`src/rtl/stpm_pkg.sv`:
```
// ----------------------------------------------------------------------------
// stpm_pkg
// Shared types, widths, register indexes and the square root step for the
// moon disc and terminator pixel mask.
// ----------------------------------------------------------------------------
package stpm_pkg;

  localparam int COORD_BITS    = 10;
  localparam int VEC_FRAC_BITS = 15;

  localparam int CB = COORD_BITS;
  localparam int F  = VEC_FRAC_BITS;

  // port field widths
  localparam int PIX_W       = 10;
  localparam int PHASE_W     = 17;
  localparam int BOX_W       = 10;
  localparam int CFG_DATA_W  = 17;
  localparam int CFG_INDEX_W = 3;

  localparam logic [CFG_INDEX_W-1:0] REG_PHASE      = 3'd0;
  localparam logic [CFG_INDEX_W-1:0] REG_BOX_LEFT   = 3'd1;
  localparam logic [CFG_INDEX_W-1:0] REG_BOX_TOP    = 3'd2;
  localparam logic [CFG_INDEX_W-1:0] REG_BOX_WIDTH  = 3'd3;
  localparam logic [CFG_INDEX_W-1:0] REG_BOX_HEIGHT = 3'd4;

  localparam logic [PHASE_W-1:0] PHASE_RST      = 17'd0;
  localparam logic [BOX_W-1:0]   BOX_LEFT_RST   = 10'd100;
  localparam logic [BOX_W-1:0]   BOX_TOP_RST    = 10'd50;
  localparam logic [BOX_W-1:0]   BOX_WIDTH_RST  = 10'd400;
  localparam logic [BOX_W-1:0]   BOX_HEIGHT_RST = 10'd400;

  localparam logic [PHASE_W-1:0] PHASE_FULL = 17'd65536;
  localparam logic [PHASE_W-1:0] PHASE_HALF = 17'd32768;

  // datapath widths
  localparam int VEC_W  = F + 2;            // signed, magnitude up to 2^F
  localparam int DX_W   = CB + 2;           // signed offset from center
  localparam int DX2_W  = 2 * CB + 2;       // dx^2
  localparam int D2_W   = DX2_W + 1;        // dx^2 + dy^2
  localparam int R_W    = CB - 1;
  localparam int R2_W   = 2 * R_W;
  localparam int Z_SHIFT = 16;              // z carries 8 fraction bits
  localparam int Z_N    = CB + 7;           // root bits of z
  localparam int ZR_W   = Z_N;
  localparam int SQ_N   = (Z_N > F + 1) ? Z_N : F + 1;
  localparam int SQ_W   = 2 * SQ_N;
  localparam int REM_W  = SQ_N + 3;
  localparam int CNT_W  = $clog2(SQ_N);
  localparam int A_W    = DX_W + VEC_W;
  localparam int B_W    = ZR_W + 1 + VEC_W;
  localparam int DOT_W  = CB + F + 13;

  // sun vector scaling
  localparam int COS_UP  = (F >= 15) ? F - 15 : 0;
  localparam int COS_DN  = (F < 15) ? 15 - F : 0;
  localparam int PROD_UP = (2 * F >= 30) ? 2 * F - 30 : 0;
  localparam int PROD_DN = (2 * F < 30) ? 30 - 2 * F : 0;

  typedef logic signed [VEC_W-1:0] vec_t;

  // phase 0: cos = -1, sin = 0
  localparam vec_t COS_RST = vec_t'(-(longint'(1) << F));
  localparam vec_t SIN_RST = vec_t'(0);

  typedef struct packed {
    logic [PIX_W-1:0] pixel_x;
    logic [PIX_W-1:0] pixel_y;
  } pix_in_t;

  typedef struct packed {
    logic in_disc;
    logic shadowed;
  } pix_out_t;

  typedef struct packed {
    logic [REM_W-1:0] rem;
    logic [SQ_N-1:0]  q;
    logic [SQ_W-1:0]  v;
  } sq_t;

  typedef struct packed {
    logic                   in_disc;
    logic signed [DX_W-1:0] dx;
  } zs_tag_t;

  // one digit of a restoring integer square root
  function automatic sq_t sqrt_step(input sq_t s);
    sq_t             o;
    logic [REM_W-1:0] rt;
    logic [REM_W-1:0] tr;
    rt  = {s.rem[REM_W-3:0], s.v[SQ_W-1 -: 2]};
    tr  = {1'b0, s.q, 2'b01};
    o.v = {s.v[SQ_W-3:0], 2'b00};
    if (rt >= tr) begin
      o.rem = rt - tr;
      o.q   = {s.q[SQ_N-2:0], 1'b1};
    end else begin
      o.rem = rt;
      o.q   = {s.q[SQ_N-2:0], 1'b0};
    end
    return o;
  endfunction

endpackage

```
`src/rtl/stpm_sun.sv`:
```
// ----------------------------------------------------------------------------
// stpm_sun
// Derives the sun vector (sin, cos) from the lunar phase with a single
// multiplier and a bit-serial square root.
// ----------------------------------------------------------------------------
module stpm_sun import stpm_pkg::*; (
  input  logic               clk,
  input  logic               rst,
  input  logic               start,
  input  logic [PHASE_W-1:0] phase,
  output vec_t               sun_sin,
  output vec_t               sun_cos,
  output logic               busy
);

  localparam logic [2:0] ST_IDLE = 3'd0;
  localparam logic [2:0] ST_FRAC = 3'd1;
  localparam logic [2:0] ST_MUL  = 3'd2;
  localparam logic [2:0] ST_LOAD = 3'd3;
  localparam logic [2:0] ST_ROOT = 3'd4;
  localparam logic [2:0] ST_OUT  = 3'd5;

  logic [2:0]           state;
  logic [PHASE_W-1:0]   f;
  logic                 sin_neg;
  logic [2*PHASE_W-1:0] prod;
  sq_t                  sq;
  logic [CNT_W-1:0]     cnt;

  logic [PHASE_W-1:0]   p_sat;
  logic [PHASE_W-1:0]   ph_off;
  logic [PHASE_W-1:0]   f_next;
  logic [PHASE_W-1:0]   f_comp;
  logic [PHASE_W-1:0]   cmag;
  vec_t                 cmag_s;
  vec_t                 smag_s;
  logic [SQ_W-1:0]      root_in;

  always_comb begin
    p_sat  = (phase > PHASE_FULL) ? PHASE_FULL : phase;
    ph_off = (p_sat >= PHASE_HALF) ? p_sat - PHASE_HALF : PHASE_HALF - p_sat;
    f_next = PHASE_FULL - {ph_off[PHASE_W-2:0], 1'b0};
    f_comp = PHASE_FULL - f;
    cmag   = (f >= PHASE_HALF) ? f - PHASE_HALF : PHASE_HALF - f;
    if (F >= 15) begin
      cmag_s = vec_t'(VEC_W'(cmag) << COS_UP);
    end else begin
      cmag_s = vec_t'(VEC_W'(cmag >> COS_DN));
    end
    if (2 * F >= 30) begin
      root_in = SQ_W'(prod) << PROD_UP;
    end else begin
      root_in = SQ_W'(prod >> PROD_DN);
    end
    smag_s = vec_t'(VEC_W'(sq.q));
  end

  always_ff @(posedge clk) begin
    if (rst) begin
      state   <= ST_IDLE;
      sun_sin <= SIN_RST;
      sun_cos <= COS_RST;
      cnt     <= '0;
    end else if (start) begin
      state <= ST_FRAC;
    end else begin
      case (state)
        ST_IDLE: begin
          state <= ST_IDLE;
        end
        ST_FRAC: begin
          f       <= f_next;
          sin_neg <= (p_sat >= PHASE_HALF);
          state   <= ST_MUL;
        end
        ST_MUL: begin
          prod    <= f * f_comp;
          sun_cos <= (f < PHASE_HALF) ? -cmag_s : cmag_s;
          state   <= ST_LOAD;
        end
        ST_LOAD: begin
          sq.rem <= '0;
          sq.q   <= '0;
          sq.v   <= root_in;
          cnt    <= '0;
          state  <= ST_ROOT;
        end
        ST_ROOT: begin
          sq  <= sqrt_step(sq);
          cnt <= cnt + 1'b1;
          if (cnt == CNT_W'(SQ_N - 1)) begin
            state <= ST_OUT;
          end
        end
        ST_OUT: begin
          sun_sin <= sin_neg ? -smag_s : smag_s;
          state   <= ST_IDLE;
        end
        default: begin
          state <= ST_IDLE;
        end
      endcase
    end
  end

  assign busy = (state != ST_IDLE);

endmodule

```
`src/rtl/stpm_zsqrt.sv`:
```
// ----------------------------------------------------------------------------
// stpm_zsqrt
// Pipelined square root for the surface height z, one root bit per stage,
// with the pixel tag carried alongside.
// ----------------------------------------------------------------------------
module stpm_zsqrt import stpm_pkg::*; (
  input  logic            clk,
  input  logic            rst,
  input  logic            en,
  input  logic            vld_in,
  input  logic [R2_W-1:0] diff,
  input  zs_tag_t         tag_in,
  output logic            vld_out,
  output logic [ZR_W-1:0] root,
  output zs_tag_t         tag_out
);

  sq_t             st  [SQ_N];
  zs_tag_t         tg  [SQ_N];
  logic [SQ_N-1:0] vld;
  sq_t             seed;

  // operand is (r^2 - d^2) << 16
  assign seed.rem = '0;
  assign seed.q   = '0;
  assign seed.v   = SQ_W'({diff, {Z_SHIFT{1'b0}}});

  always_ff @(posedge clk) begin
    if (en) begin
      st[0] <= sqrt_step(seed);
      tg[0] <= tag_in;
      for (int i = 1; i < SQ_N; i++) begin
        st[i] <= sqrt_step(st[i-1]);
        tg[i] <= tg[i-1];
      end
    end
  end

  always_ff @(posedge clk) begin
    if (rst) begin
      vld <= '0;
    end else if (en) begin
      vld <= {vld[SQ_N-2:0], vld_in};
    end
  end

  assign vld_out = vld[SQ_N-1];
  assign root    = st[SQ_N-1].q[ZR_W-1:0];
  assign tag_out = tg[SQ_N-1];

endmodule

```
`src/rtl/sphere_terminator_pixel_mask.sv`:
```
// ----------------------------------------------------------------------------
// sphere_terminator_pixel_mask
// Moon disc and terminator test for one pixel per clock while px_stall is low.
// ----------------------------------------------------------------------------
// Takes one pixel beat per clock while px_stall is low and returns one result
// beat per pixel, in order, after the 17-stage square root pipeline for z and
// the stages around it. An output register backed by a one-beat skid stage
// lets a pixel enter while a finished result waits. A configuration write
// holds px_stall high for that cycle and, for an index up to REG_BOX_HEIGHT,
// while the sun vector is rebuilt by a bit-serial square root;
// write configuration only with no pixels in flight.
module sphere_terminator_pixel_mask import stpm_pkg::*; (
  input  logic                   clk,
  input  logic                   rst,
  input  logic                   px_valid,
  output logic                   px_stall,
  input  pix_in_t                px_data,
  output logic                   res_valid,
  input  logic                   res_stall,
  output pix_out_t               res_data,
  input  logic                   cfg_we,
  input  logic [CFG_INDEX_W-1:0] cfg_index,
  input  logic [CFG_DATA_W-1:0]  cfg_data
);

  // configuration
  logic [PHASE_W-1:0] phase;
  logic [BOX_W-1:0]   box_left;
  logic [BOX_W-1:0]   box_top;
  logic [BOX_W-1:0]   box_width;
  logic [BOX_W-1:0]   box_height;
  logic               cfg_start;

  always_ff @(posedge clk) begin
    if (rst) begin
      phase      <= PHASE_RST;
      box_left   <= BOX_LEFT_RST;
      box_top    <= BOX_TOP_RST;
      box_width  <= BOX_WIDTH_RST;
      box_height <= BOX_HEIGHT_RST;
    end else if (cfg_we) begin
      case (cfg_index)
        REG_PHASE:      phase      <= cfg_data;
        REG_BOX_LEFT:   box_left   <= cfg_data[BOX_W-1:0];
        REG_BOX_TOP:    box_top    <= cfg_data[BOX_W-1:0];
        REG_BOX_WIDTH:  box_width  <= cfg_data[BOX_W-1:0];
        REG_BOX_HEIGHT: box_height <= cfg_data[BOX_W-1:0];
        default: ;
      endcase
    end
  end

  assign cfg_start = cfg_we && (cfg_index inside {[REG_PHASE:REG_BOX_HEIGHT]});

  vec_t sun_sin;
  vec_t sun_cos;
  logic sun_busy;

  stpm_sun u_sun (
    .clk     (clk),
    .rst     (rst),
    .start   (cfg_start),
    .phase   (phase),
    .sun_sin (sun_sin),
    .sun_cos (sun_cos),
    .busy    (sun_busy)
  );

  // pipeline control
  logic skid_full;
  logic en;
  logic px_take;

  assign en       = !skid_full;
  assign px_stall = skid_full || sun_busy || cfg_we;
  assign px_take  = px_valid && !px_stall;

  // disc geometry
  logic [CB-1:0]   left_c, top_c, w_c, h_c, x_c, y_c;
  logic [CB:0]     cx, cy;
  logic [R_W-1:0]  r_c;
  logic [R2_W-1:0] r2;

  always_comb begin
    left_c = CB'(box_left);
    top_c  = CB'(box_top);
    w_c    = CB'(box_width);
    h_c    = CB'(box_height);
    x_c    = CB'(px_data.pixel_x);
    y_c    = CB'(px_data.pixel_y);
    cx     = {1'b0, left_c} + {2'b00, w_c[CB-1:1]};
    cy     = {1'b0, top_c} + {2'b00, h_c[CB-1:1]};
    r_c    = w_c[CB-1:1];
  end

  always_ff @(posedge clk) begin
    r2 <= r_c * r_c;
  end

  // stage 1: offsets from the center
  logic                   s1_vld;
  logic signed [DX_W-1:0] s1_dx, s1_dy;

  // stage 2: squares
  logic                   s2_vld;
  logic signed [DX_W-1:0] s2_dx;
  logic [DX2_W-1:0]       s2_dx2, s2_dy2;
  logic signed [2*DX_W-1:0] dxx, dyy;

  // stage 3: disc test and root operand
  logic                   s3_vld;
  logic [R2_W-1:0]        s3_diff;
  zs_tag_t                s3_tag;
  logic [D2_W-1:0]        d2;
  logic [D2_W-1:0]        r2_x;
  logic                   in_disc_c;

  assign dxx       = s1_dx * s1_dx;
  assign dyy       = s1_dy * s1_dy;
  assign d2        = {1'b0, s2_dx2} + {1'b0, s2_dy2};
  assign r2_x      = D2_W'(r2);
  assign in_disc_c = (d2 <= r2_x);

  always_ff @(posedge clk) begin
    if (en) begin
      s1_dx          <= $signed({2'b00, x_c}) - $signed({1'b0, cx});
      s1_dy          <= $signed({2'b00, y_c}) - $signed({1'b0, cy});
      s2_dx          <= s1_dx;
      s2_dx2         <= dxx[DX2_W-1:0];
      s2_dy2         <= dyy[DX2_W-1:0];
      s3_tag.dx      <= s2_dx;
      s3_tag.in_disc <= in_disc_c;
      // off-disc pixels take a zero operand; their shadow bit is masked
      s3_diff        <= in_disc_c ? R2_W'(r2_x - d2) : '0;
    end
  end

  // stages 4 .. SQ_N+3: z = sqrt((r^2 - d^2) << 16)
  logic            z_vld;
  logic [ZR_W-1:0] z_root;
  zs_tag_t         z_tag;

  stpm_zsqrt u_zsqrt (
    .clk     (clk),
    .rst     (rst),
    .en      (en),
    .vld_in  (s3_vld),
    .diff    (s3_diff),
    .tag_in  (s3_tag),
    .vld_out (z_vld),
    .root    (z_root),
    .tag_out (z_tag)
  );

  // multiply stage
  logic                  s4_vld;
  logic                  s4_in_disc;
  logic signed [A_W-1:0] s4_a;
  logic signed [B_W-1:0] s4_b;
  logic signed [ZR_W:0]  z_s;

  assign z_s = $signed({1'b0, z_root});

  always_ff @(posedge clk) begin
    if (en) begin
      s4_in_disc <= z_tag.in_disc;
      s4_a       <= z_tag.dx * sun_sin;
      s4_b       <= z_s * sun_cos;
    end
  end

  always_ff @(posedge clk) begin
    if (rst) begin
      s1_vld <= 1'b0;
      s2_vld <= 1'b0;
      s3_vld <= 1'b0;
      s4_vld <= 1'b0;
    end else if (en) begin
      s1_vld <= px_take;
      s2_vld <= s1_vld;
      s3_vld <= s2_vld;
      s4_vld <= z_vld;
    end
  end

  // dot = dx*256*sin + z*cos
  logic signed [DOT_W-1:0] dot;
  pix_out_t                res_next;

  assign dot               = (DOT_W'(s4_a) <<< 8) + DOT_W'(s4_b);
  assign res_next.in_disc  = s4_in_disc;
  assign res_next.shadowed = s4_in_disc && (dot <= 0);

  // output register with one-beat skid
  pix_out_t skid_data;
  logic     out_free;
  logic     res_move;

  assign out_free = !res_valid || !res_stall;
  assign res_move = en && s4_vld;

  always_ff @(posedge clk) begin
    if (rst) begin
      res_valid <= 1'b0;
      skid_full <= 1'b0;
    end else if (out_free) begin
      if (skid_full) begin
        res_valid <= 1'b1;
        skid_full <= 1'b0;
      end else begin
        res_valid <= res_move;
      end
    end else if (res_move) begin
      skid_full <= 1'b1;
    end
  end

  always_ff @(posedge clk) begin
    if (out_free) begin
      res_data <= skid_full ? skid_data : res_next;
    end else if (res_move) begin
      skid_data <= res_next;
    end
  end

endmodule

```
`config.mk`:
```
export PLATFORM = sky130hd
export DESIGN_NAME = sphere_terminator_pixel_mask
export DESIGN_NICKNAME = d
export VERILOG_FILES = /design/src/rtl/stpm_pkg.sv /design/src/rtl/stpm_sun.sv /design/src/rtl/stpm_zsqrt.sv /design/src/rtl/sphere_terminator_pixel_mask.sv
export SDC_FILE = /design/constraint.sdc
export NUM_CORES = 2
export LEC_CHECK = 0
export BUFFER_PORTS_ARGS = -buffer_cell sky130_fd_sc_hd__buf_4
export CORE_ASPECT_RATIO = 1.1
export CORE_MARGIN = 2
export CORE_UTILIZATION = 27
export DETAILED_ROUTE_END_ITERATION = 12
export PLACE_DENSITY = 0.48
export SLEW_MARGIN = 15
export SYNTH_ARGS = -nofsm -noshare
export SYNTH_HDL_FRONTEND = slang
export SYNTH_HIERARCHICAL = 1
export SYNTH_SLANG_ARGS = --single-unit
```
`constraint.sdc`:
```
create_clock -name clk -period 32.7 [get_ports clk]
set_input_delay 3.27 -clock clk [delete_from_list [all_inputs] [get_ports clk]]
set_output_delay 3.27 -clock clk [all_outputs]
set_load 0.005 [all_outputs]
```
Word level (Yosys, flattened, before mapping)
Memory sizes are Yosys's and may differ from the RTL's. Index checks and enable logic that the tools add are counted.

Register bits: 441. Memories kept: 2. Output and inout bits: 4. RAM bits: 1394. Logic and storage cells: 199.

Memories: u_zsqrt.st (words 17, width 69, rd ports 17, clocked after memory_dff 0, wr ports 17, line stpm_zsqrt.sv:18) `sq_t st [SQ_N];`; u_zsqrt.tg (words 17, width 13, rd ports 17, clocked after memory_dff 0, wr ports 17, line stpm_zsqrt.sv:19) `zs_tag_t tg [SQ_N];`.

Multiplexer cells: 48. Bitwise operators: 3. $lt $le $gt $ge: 26. Reduce and logical (&&, ||, !) cells: 29. Eq/ne operators: 12. $add $sub $neg: 34. Multiply operators: 6.

Operators with widths (count): 37-bit 2-to-1 mux (34); 20-bit by 19-bit >= comparator with 1-bit output (17); 20-bit by 19-bit subtractor with 20-bit output (16); 69-bit case mux with 2 select lines (1); 17-bit 2-to-1 mux (4); 12-bit by 12-bit multiplier with 22-bit output (2); 37-bit by 35-bit adder with 38-bit output (1); 38-bit by 1-bit <= comparator with 1-bit output (second input constant) (1); 18-bit subtractor (2); 18-bit by 17-bit multiplier with 35-bit output (1); 35-bit 2-to-1 mux (1); 17-bit by 16-bit >= comparator with 1-bit output (second input constant) (2); 17-bit by 17-bit multiplier with 34-bit output (1); 17-bit negator (2); 17-bit subtractor (first input constant) (2); 12-bit by 17-bit multiplier with 29-bit output (1); 10-bit by 11-bit subtractor with 12-bit output (2); 22-bit by 22-bit adder with 23-bit output (1); 23-bit by 18-bit <= comparator with 1-bit output (1); 10-bit by 9-bit adder with 11-bit output (2); 9-bit by 9-bit multiplier with 18-bit output (1); 2-bit AND reduction (9); 17-bit > comparator (second input constant) (1); 17-bit by 16-bit < comparator with 1-bit output (second input constant) (1); 30 further kinds (52).

Depth between registers and ports, before layout
Word-level depth: 5. Depth in mapped cells: 31. Gate-level depth less buffers: 29.

Cells and area by module
The synthesis kept the hierarchy.

Modules (own cells, without submodules): sphere_terminator_pixel_mask (cells each 4344, instances 1, seq. area each 6876.6 um^2, area each 41192.0 um^2); stpm_zsqrt (cells each 2326, instances 1, seq. area each 21570.7 um^2, area each 32094.5 um^2); stpm_sun (cells each 1863, instances 1, seq. area each 4304.1 um^2, area each 17150.2 um^2).

Worst setup path after synthesis
No wires, ideal clock.

Kind: reg-to-reg. From: register skid_full. To: register u_zsqrt.vld[0]. Setup time: 128 ps. Data required time: 32572 ps. Data arrival time: 19007 ps. Path slack: 13565 ps. Clock period less this slack: 19135 ps. Stages on the path, launching flop included: 7. Path through: dfxtp_1 -> clkbuf_1 -> inv_1 -> clkbuf_1 -> clkbuf_1 -> mux2i_1 -> nor2_1.

RTL lines: start: declaration (line sphere_terminator_pixel_mask.sv:70) `logic skid_full;`; start signal: assignment (line sphere_terminator_pixel_mask.sv:205) `skid_full <= 1'b0;`; start signal: assignment (line sphere_terminator_pixel_mask.sv:209) `skid_full <= 1'b0;`; start signal: assignment (line sphere_terminator_pixel_mask.sv:214) `skid_full <= 1'b1;`; end signal: assignment (line stpm_zsqrt.sv:43) `vld <= {vld[SQ_N-2:0], vld_in};`; end: declaration (line stpm_zsqrt.sv:20) `logic [SQ_N-1:0] vld;`.

Worst setup path after layout
From: register u_sun.f[2]. To: register u_sun.prod[32], data pin.

Longest elaborated chain between the ends: 2.

RTL lines: start: declaration (line stpm_sun.sv:24) `logic [PHASE_W-1:0] f;`; start signal: assignment (line stpm_sun.sv:72) `f <= f_next;`; 17-bit subtractor (line stpm_sun.sv:43) `f_comp = PHASE_FULL - f;`; 17-bit by 17-bit multiplier with 34-bit output (*) (line stpm_sun.sv:77) `prod <= f * f_comp;`; end signal: assignment (line stpm_sun.sv:77); end: declaration (line stpm_sun.sv:26) `logic [2*PHASE_W-1:0] prod;`.

Every way passes the cells marked *; elsewhere a longest branch is shown, timed or not. A chain may end at the register's enable or synchronous reset.

==> results by stage <==
Clock network:
- The clock-pin slew on the worst setup and hold paths is 0.06 ns.
- CTS built an H-tree with a depth of 3.
- The root buffer cell chosen for the clock tree is clkbuf_16.
- Counting every sink on the clock net gives 1136.
- The maximum root-to-sink buffer count is 3.
- The number of buffers added for setup after CTS is 0.
- The CTS buffer count is 119.
- The source-to-sink clock delay at the later pin of the worst-skew pair is 0.81 ns.
- The CTS tree is yes.
- Gates resized during post-CTS repair numbered 0.
- Hold repair after CTS inserted 0 buffers.

Synth:
- Of all flip-flops after synthesis, the portion carrying an async set or reset was 0%.
- Synthesis produced a netlist whose cell count is 8533.
- The count of different cell masters after synthesis is 98.
- The dominant synthesized flop cell is edfxtp_1.
- The number of nets handed over by synthesis was 10200.
- The cell area after synthesis is 90400 um2.
- The average instance area after synthesis is 10.6 um2.
- The largest total area in the synthesized netlist belongs to edfxtp_1.
- Yosys instantiated no cell more often than inv_1.
- By area the synthesized netlist is led by edfxtp_1, fa_1, ha_1, inv_1, nand2_1.
- The number of register bits inferred by synthesis is 1136.
- Summed over its instances, the top area cell type makes up 33.2% of the synthesized netlist area.
- The number of flops mapped to enable cells by yosys is 1000.
- Sorting the synthesized cells by how often they occur yields inv_1, edfxtp_1, fa_1.
- For this run, the register share of the synthesized area comes to 36.2%.
- The count of yosys warnings during synthesis is 6.

Drt:
- The sum of routed wire length over all layers is 205 mm.
- In the final routed layout, each cell accounts on average for 15.9 um.
- The count of antenna-violating nets left after detailed routing is 0.
- The first TritonRoute pass finished after 7 iterations.
- The routed layout has between 50000 and 60000 vias.
- The number of DRC violations after detailed routing is 0.
- The detailed router finished its first iteration with 3019 violations.
- The vias per cell is between 4 and 5.

Global route:
- The initial antenna violation count is 4.
- The maximum number of pins on one net before global-route repair is 184.
- The via count of the first global-routing pass is approximately 62000.
- In the global route stage, overall resource usage came out at between 10% and 20%.
- The wire length of the first global-routing pass is 335 mm.
- The global route total overflow is 0.

Worst setup path:
- The most prevalent standard cell on the critical path is fa_1.
- The startpoint identified for the worst register-to-register timing path is u_sun/f[2].
- The endpoint of the most critical register-to-register path is u_sun/prod[32].
- Counting cells, the worst reg-to-reg path comes to 27.
- The endpoint required time on the critical path is 33.17 ns.
- The critical path is of the register to register type.
- In this run the worst path has a maximum fanout of 14.
- The largest single stage delay on the critical path is 0.65 ns.
- At the worst endpoint, the arrival time is 9.63 ns.
- STA classifies the critical path startpoint as a register.
- The slowest stage of the critical path belongs to the cell edfxtp_1.
- The worst reg-to-reg setup slack is 23.54 ns.
- The worst setup path is captured at a register.

STA:
- The final worst-path cycle share is 28.0%.
- The number of slew-limit violations in the final report is 0.
- For the pin with the worst max-slew slack, the measured transition is 1.14 ns.
- The smallest clock period supported by the final layout is computed as 9.16 ns.
- Derived from the worst setup path, the maximum achievable clock frequency is 109 MHz.
- The final hold violation count is 0.
- Setup repair after global routing left no endpoint under its margin.
- Headroom to the max-slew limit came out at 24.1%.
- The number of failing setup endpoints in the final timing report is 0.
- The clock tree skew after final layout is 0.0842 ns.
- The total negative setup slack is 0 ns.

Final layout:
- The synthesis-to-layout area growth is 10.2%.
- Cells with a size suffix above 1 make up 4.52% of the layout.
- The number of nets in the finished design is 10200.

Place:
- The congestion estimate from routability-driven global placement came to 0.823.
- Port buffering added 48 buffers.
- The HPWL after detailed placement is approximately 160 mm.

Floorplan:
- The effective utilization at floorplan is 27.2%.
- The full die area is 340000 um2.
- 49 I/O pins were placed.
- The floorplan step set the die width to 556 um.
- The core area is approximately 330000 um2.
- The floorplan has 222 rows.
- The die height is 611 um.

Worst hold path:
- The endpoint of the worst hold-timing path is u_zsqrt/st[0][212].
- Counting instances, the worst hold path has a depth of 0.
- The tightest min-delay check is of the register to register type.
- The critical hold path startpoint is u_zsqrt/st[0][143].

Run:
- Max-cap violations in this run came to 0.

Run status:
- The run finished with clean final reports.
## worst max-delay path, delay by kind of cell, from the launching register on
kind                     cells  cell delay, ns
adder cells (fa/ha/maj)      9            4.12
XOR/XNOR                     1            0.14
AO/OA/AOI/OAI                4            1.16
buffers and inverters        4            0.73
AND/OR/NAND/NOR              9            2.12
flip-flops                   1            0.65
## placed cells by master, fill, tap and decap left out, types with 30 or more instances in the layout
| master | count |
|---|---|
| inv_1 | 1329 |
| edfxtp_1 | 1000 |
| fa_1 | 896 |
| nand2_1 | 797 |
| ha_1 | 746 |
| nor2_1 | 494 |
| and2_1 | 378 |
| a21oi_1 | 361 |
| xnor2_1 | 303 |
| o21ai_0 | 285 |
| nand2b_1 | 176 |
| xor2_1 | 156 |
| dfxtp_1 | 136 |
| nor2b_1 | 126 |
| clkbuf_16 | 124 |
| nor3_1 | 107 |
| a21o_1 | 102 |
| nand3_1 | 93 |
| buf_4 | 84 |
| a211oi_1 | 61 |
| o21a_1 | 58 |
| mux2i_1 | 54 |
| or3_1 | 47 |
| nor4_1 | 45 |
| mux2_2 | 40 |
| a31oi_1 | 34 |
| o21bai_1 | 33 |
| clkinv_1 | 30 |
## final cells by class
| cell class | instances | area (um2) |
|---|---|---|
| well taps | 4368 | 5470 |
| repair buffers | 86 | 671 |
| diodes | 3 | 7.51 |
| inverters | 1343 | 5050 |
| clock inverters | 83 | 988 |
| fillers | 34100 | 233000 |
| clock buffers | 144 | 3230 |
| flip-flops and latches | 1136 | 32800 |
| multi-input cells | 5789 | 51500 |
## flip-flops by register name (all words and copies together), names as in the netlist, 20 cells and up
| register | count |
|---|---|
| u_sun/sq | 50 |
| s2_dy2 | 21 |
| s4_a | 29 |
| s2_dx2 | 20 |
| u_sun/prod | 32 |
| s4_b | 35 |
| u_zsqrt/tg | 221 |
| u_zsqrt/st | 486 |
## worst max-delay path by stage
stage / startpoint / to / slack [ns]
final: u_sun/f[2] / u_sun/prod[32] / 23.54
after global routing: u_sun/f[2] / u_sun/prod[32] / 23.14
after CTS: u_sun/f[2] / u_sun/prod[32] / 23.53
after detailed placement: u_sun/f[2] / u_sun/prod[32] / 23.55
after global placement: u_sun/f[2] / u_sun/prod[32] / 23.66
after floorplan: skid_full / u_zsqrt/vld[0] / 13.57
## metrics by stage
stage | cell area, um2 | util, % | hold slack (ns) | cells | setup WS, ns
2_1_floorplan | 90400 | - | 0.376 | 8533 | 13.57
3_3_place_gp | 95500 | 28.7 | 0.401 | 12700 | 23.66
3_5_place_dp | 95500 | 28.7 | 0.405 | 12700 | 23.55
4_1_cts | 99700 | 30.0 | 0.326 | 12900 | 23.53
5_1_grt | 99700 | 30.0 | 0.343 | 13000 | 23.14
6_report | 99700 | 30.0 | 0.338 | 13000 | 23.54
## routing by layer
layer | part of all wire, % | vias to the layer above | global-route usage, %
met1 | 44 | 29000 | 15.4
met4 | 2.3 | 0 | 3.00
li1 | - | 28100 | -
met5 | 0 | - | 0
met3 | 3.4 | 253 | 1.45
met2 | 50 | 845 | 22.0
## kinds of logic (layout without fill, tap and decap cells)
group	Yosys count	in the layout	share of synthesized area [%]
muxes	97	97	1.15
buffers and inverters	1608	1656	6.84
adders and majority gates	1642	1642	30.2
and+or+nand+nor	2449	2449	13.3
AOI/OAI and AO/OA	1140	1140	7.85
DFF	1136	1136	36.2
other	2	5	0.00830
xor gates and xnor gates	459	459	4.45
Power is not shown: default switching activity piles up to over one toggle a cycle in this logic, so the estimate is an artifact.
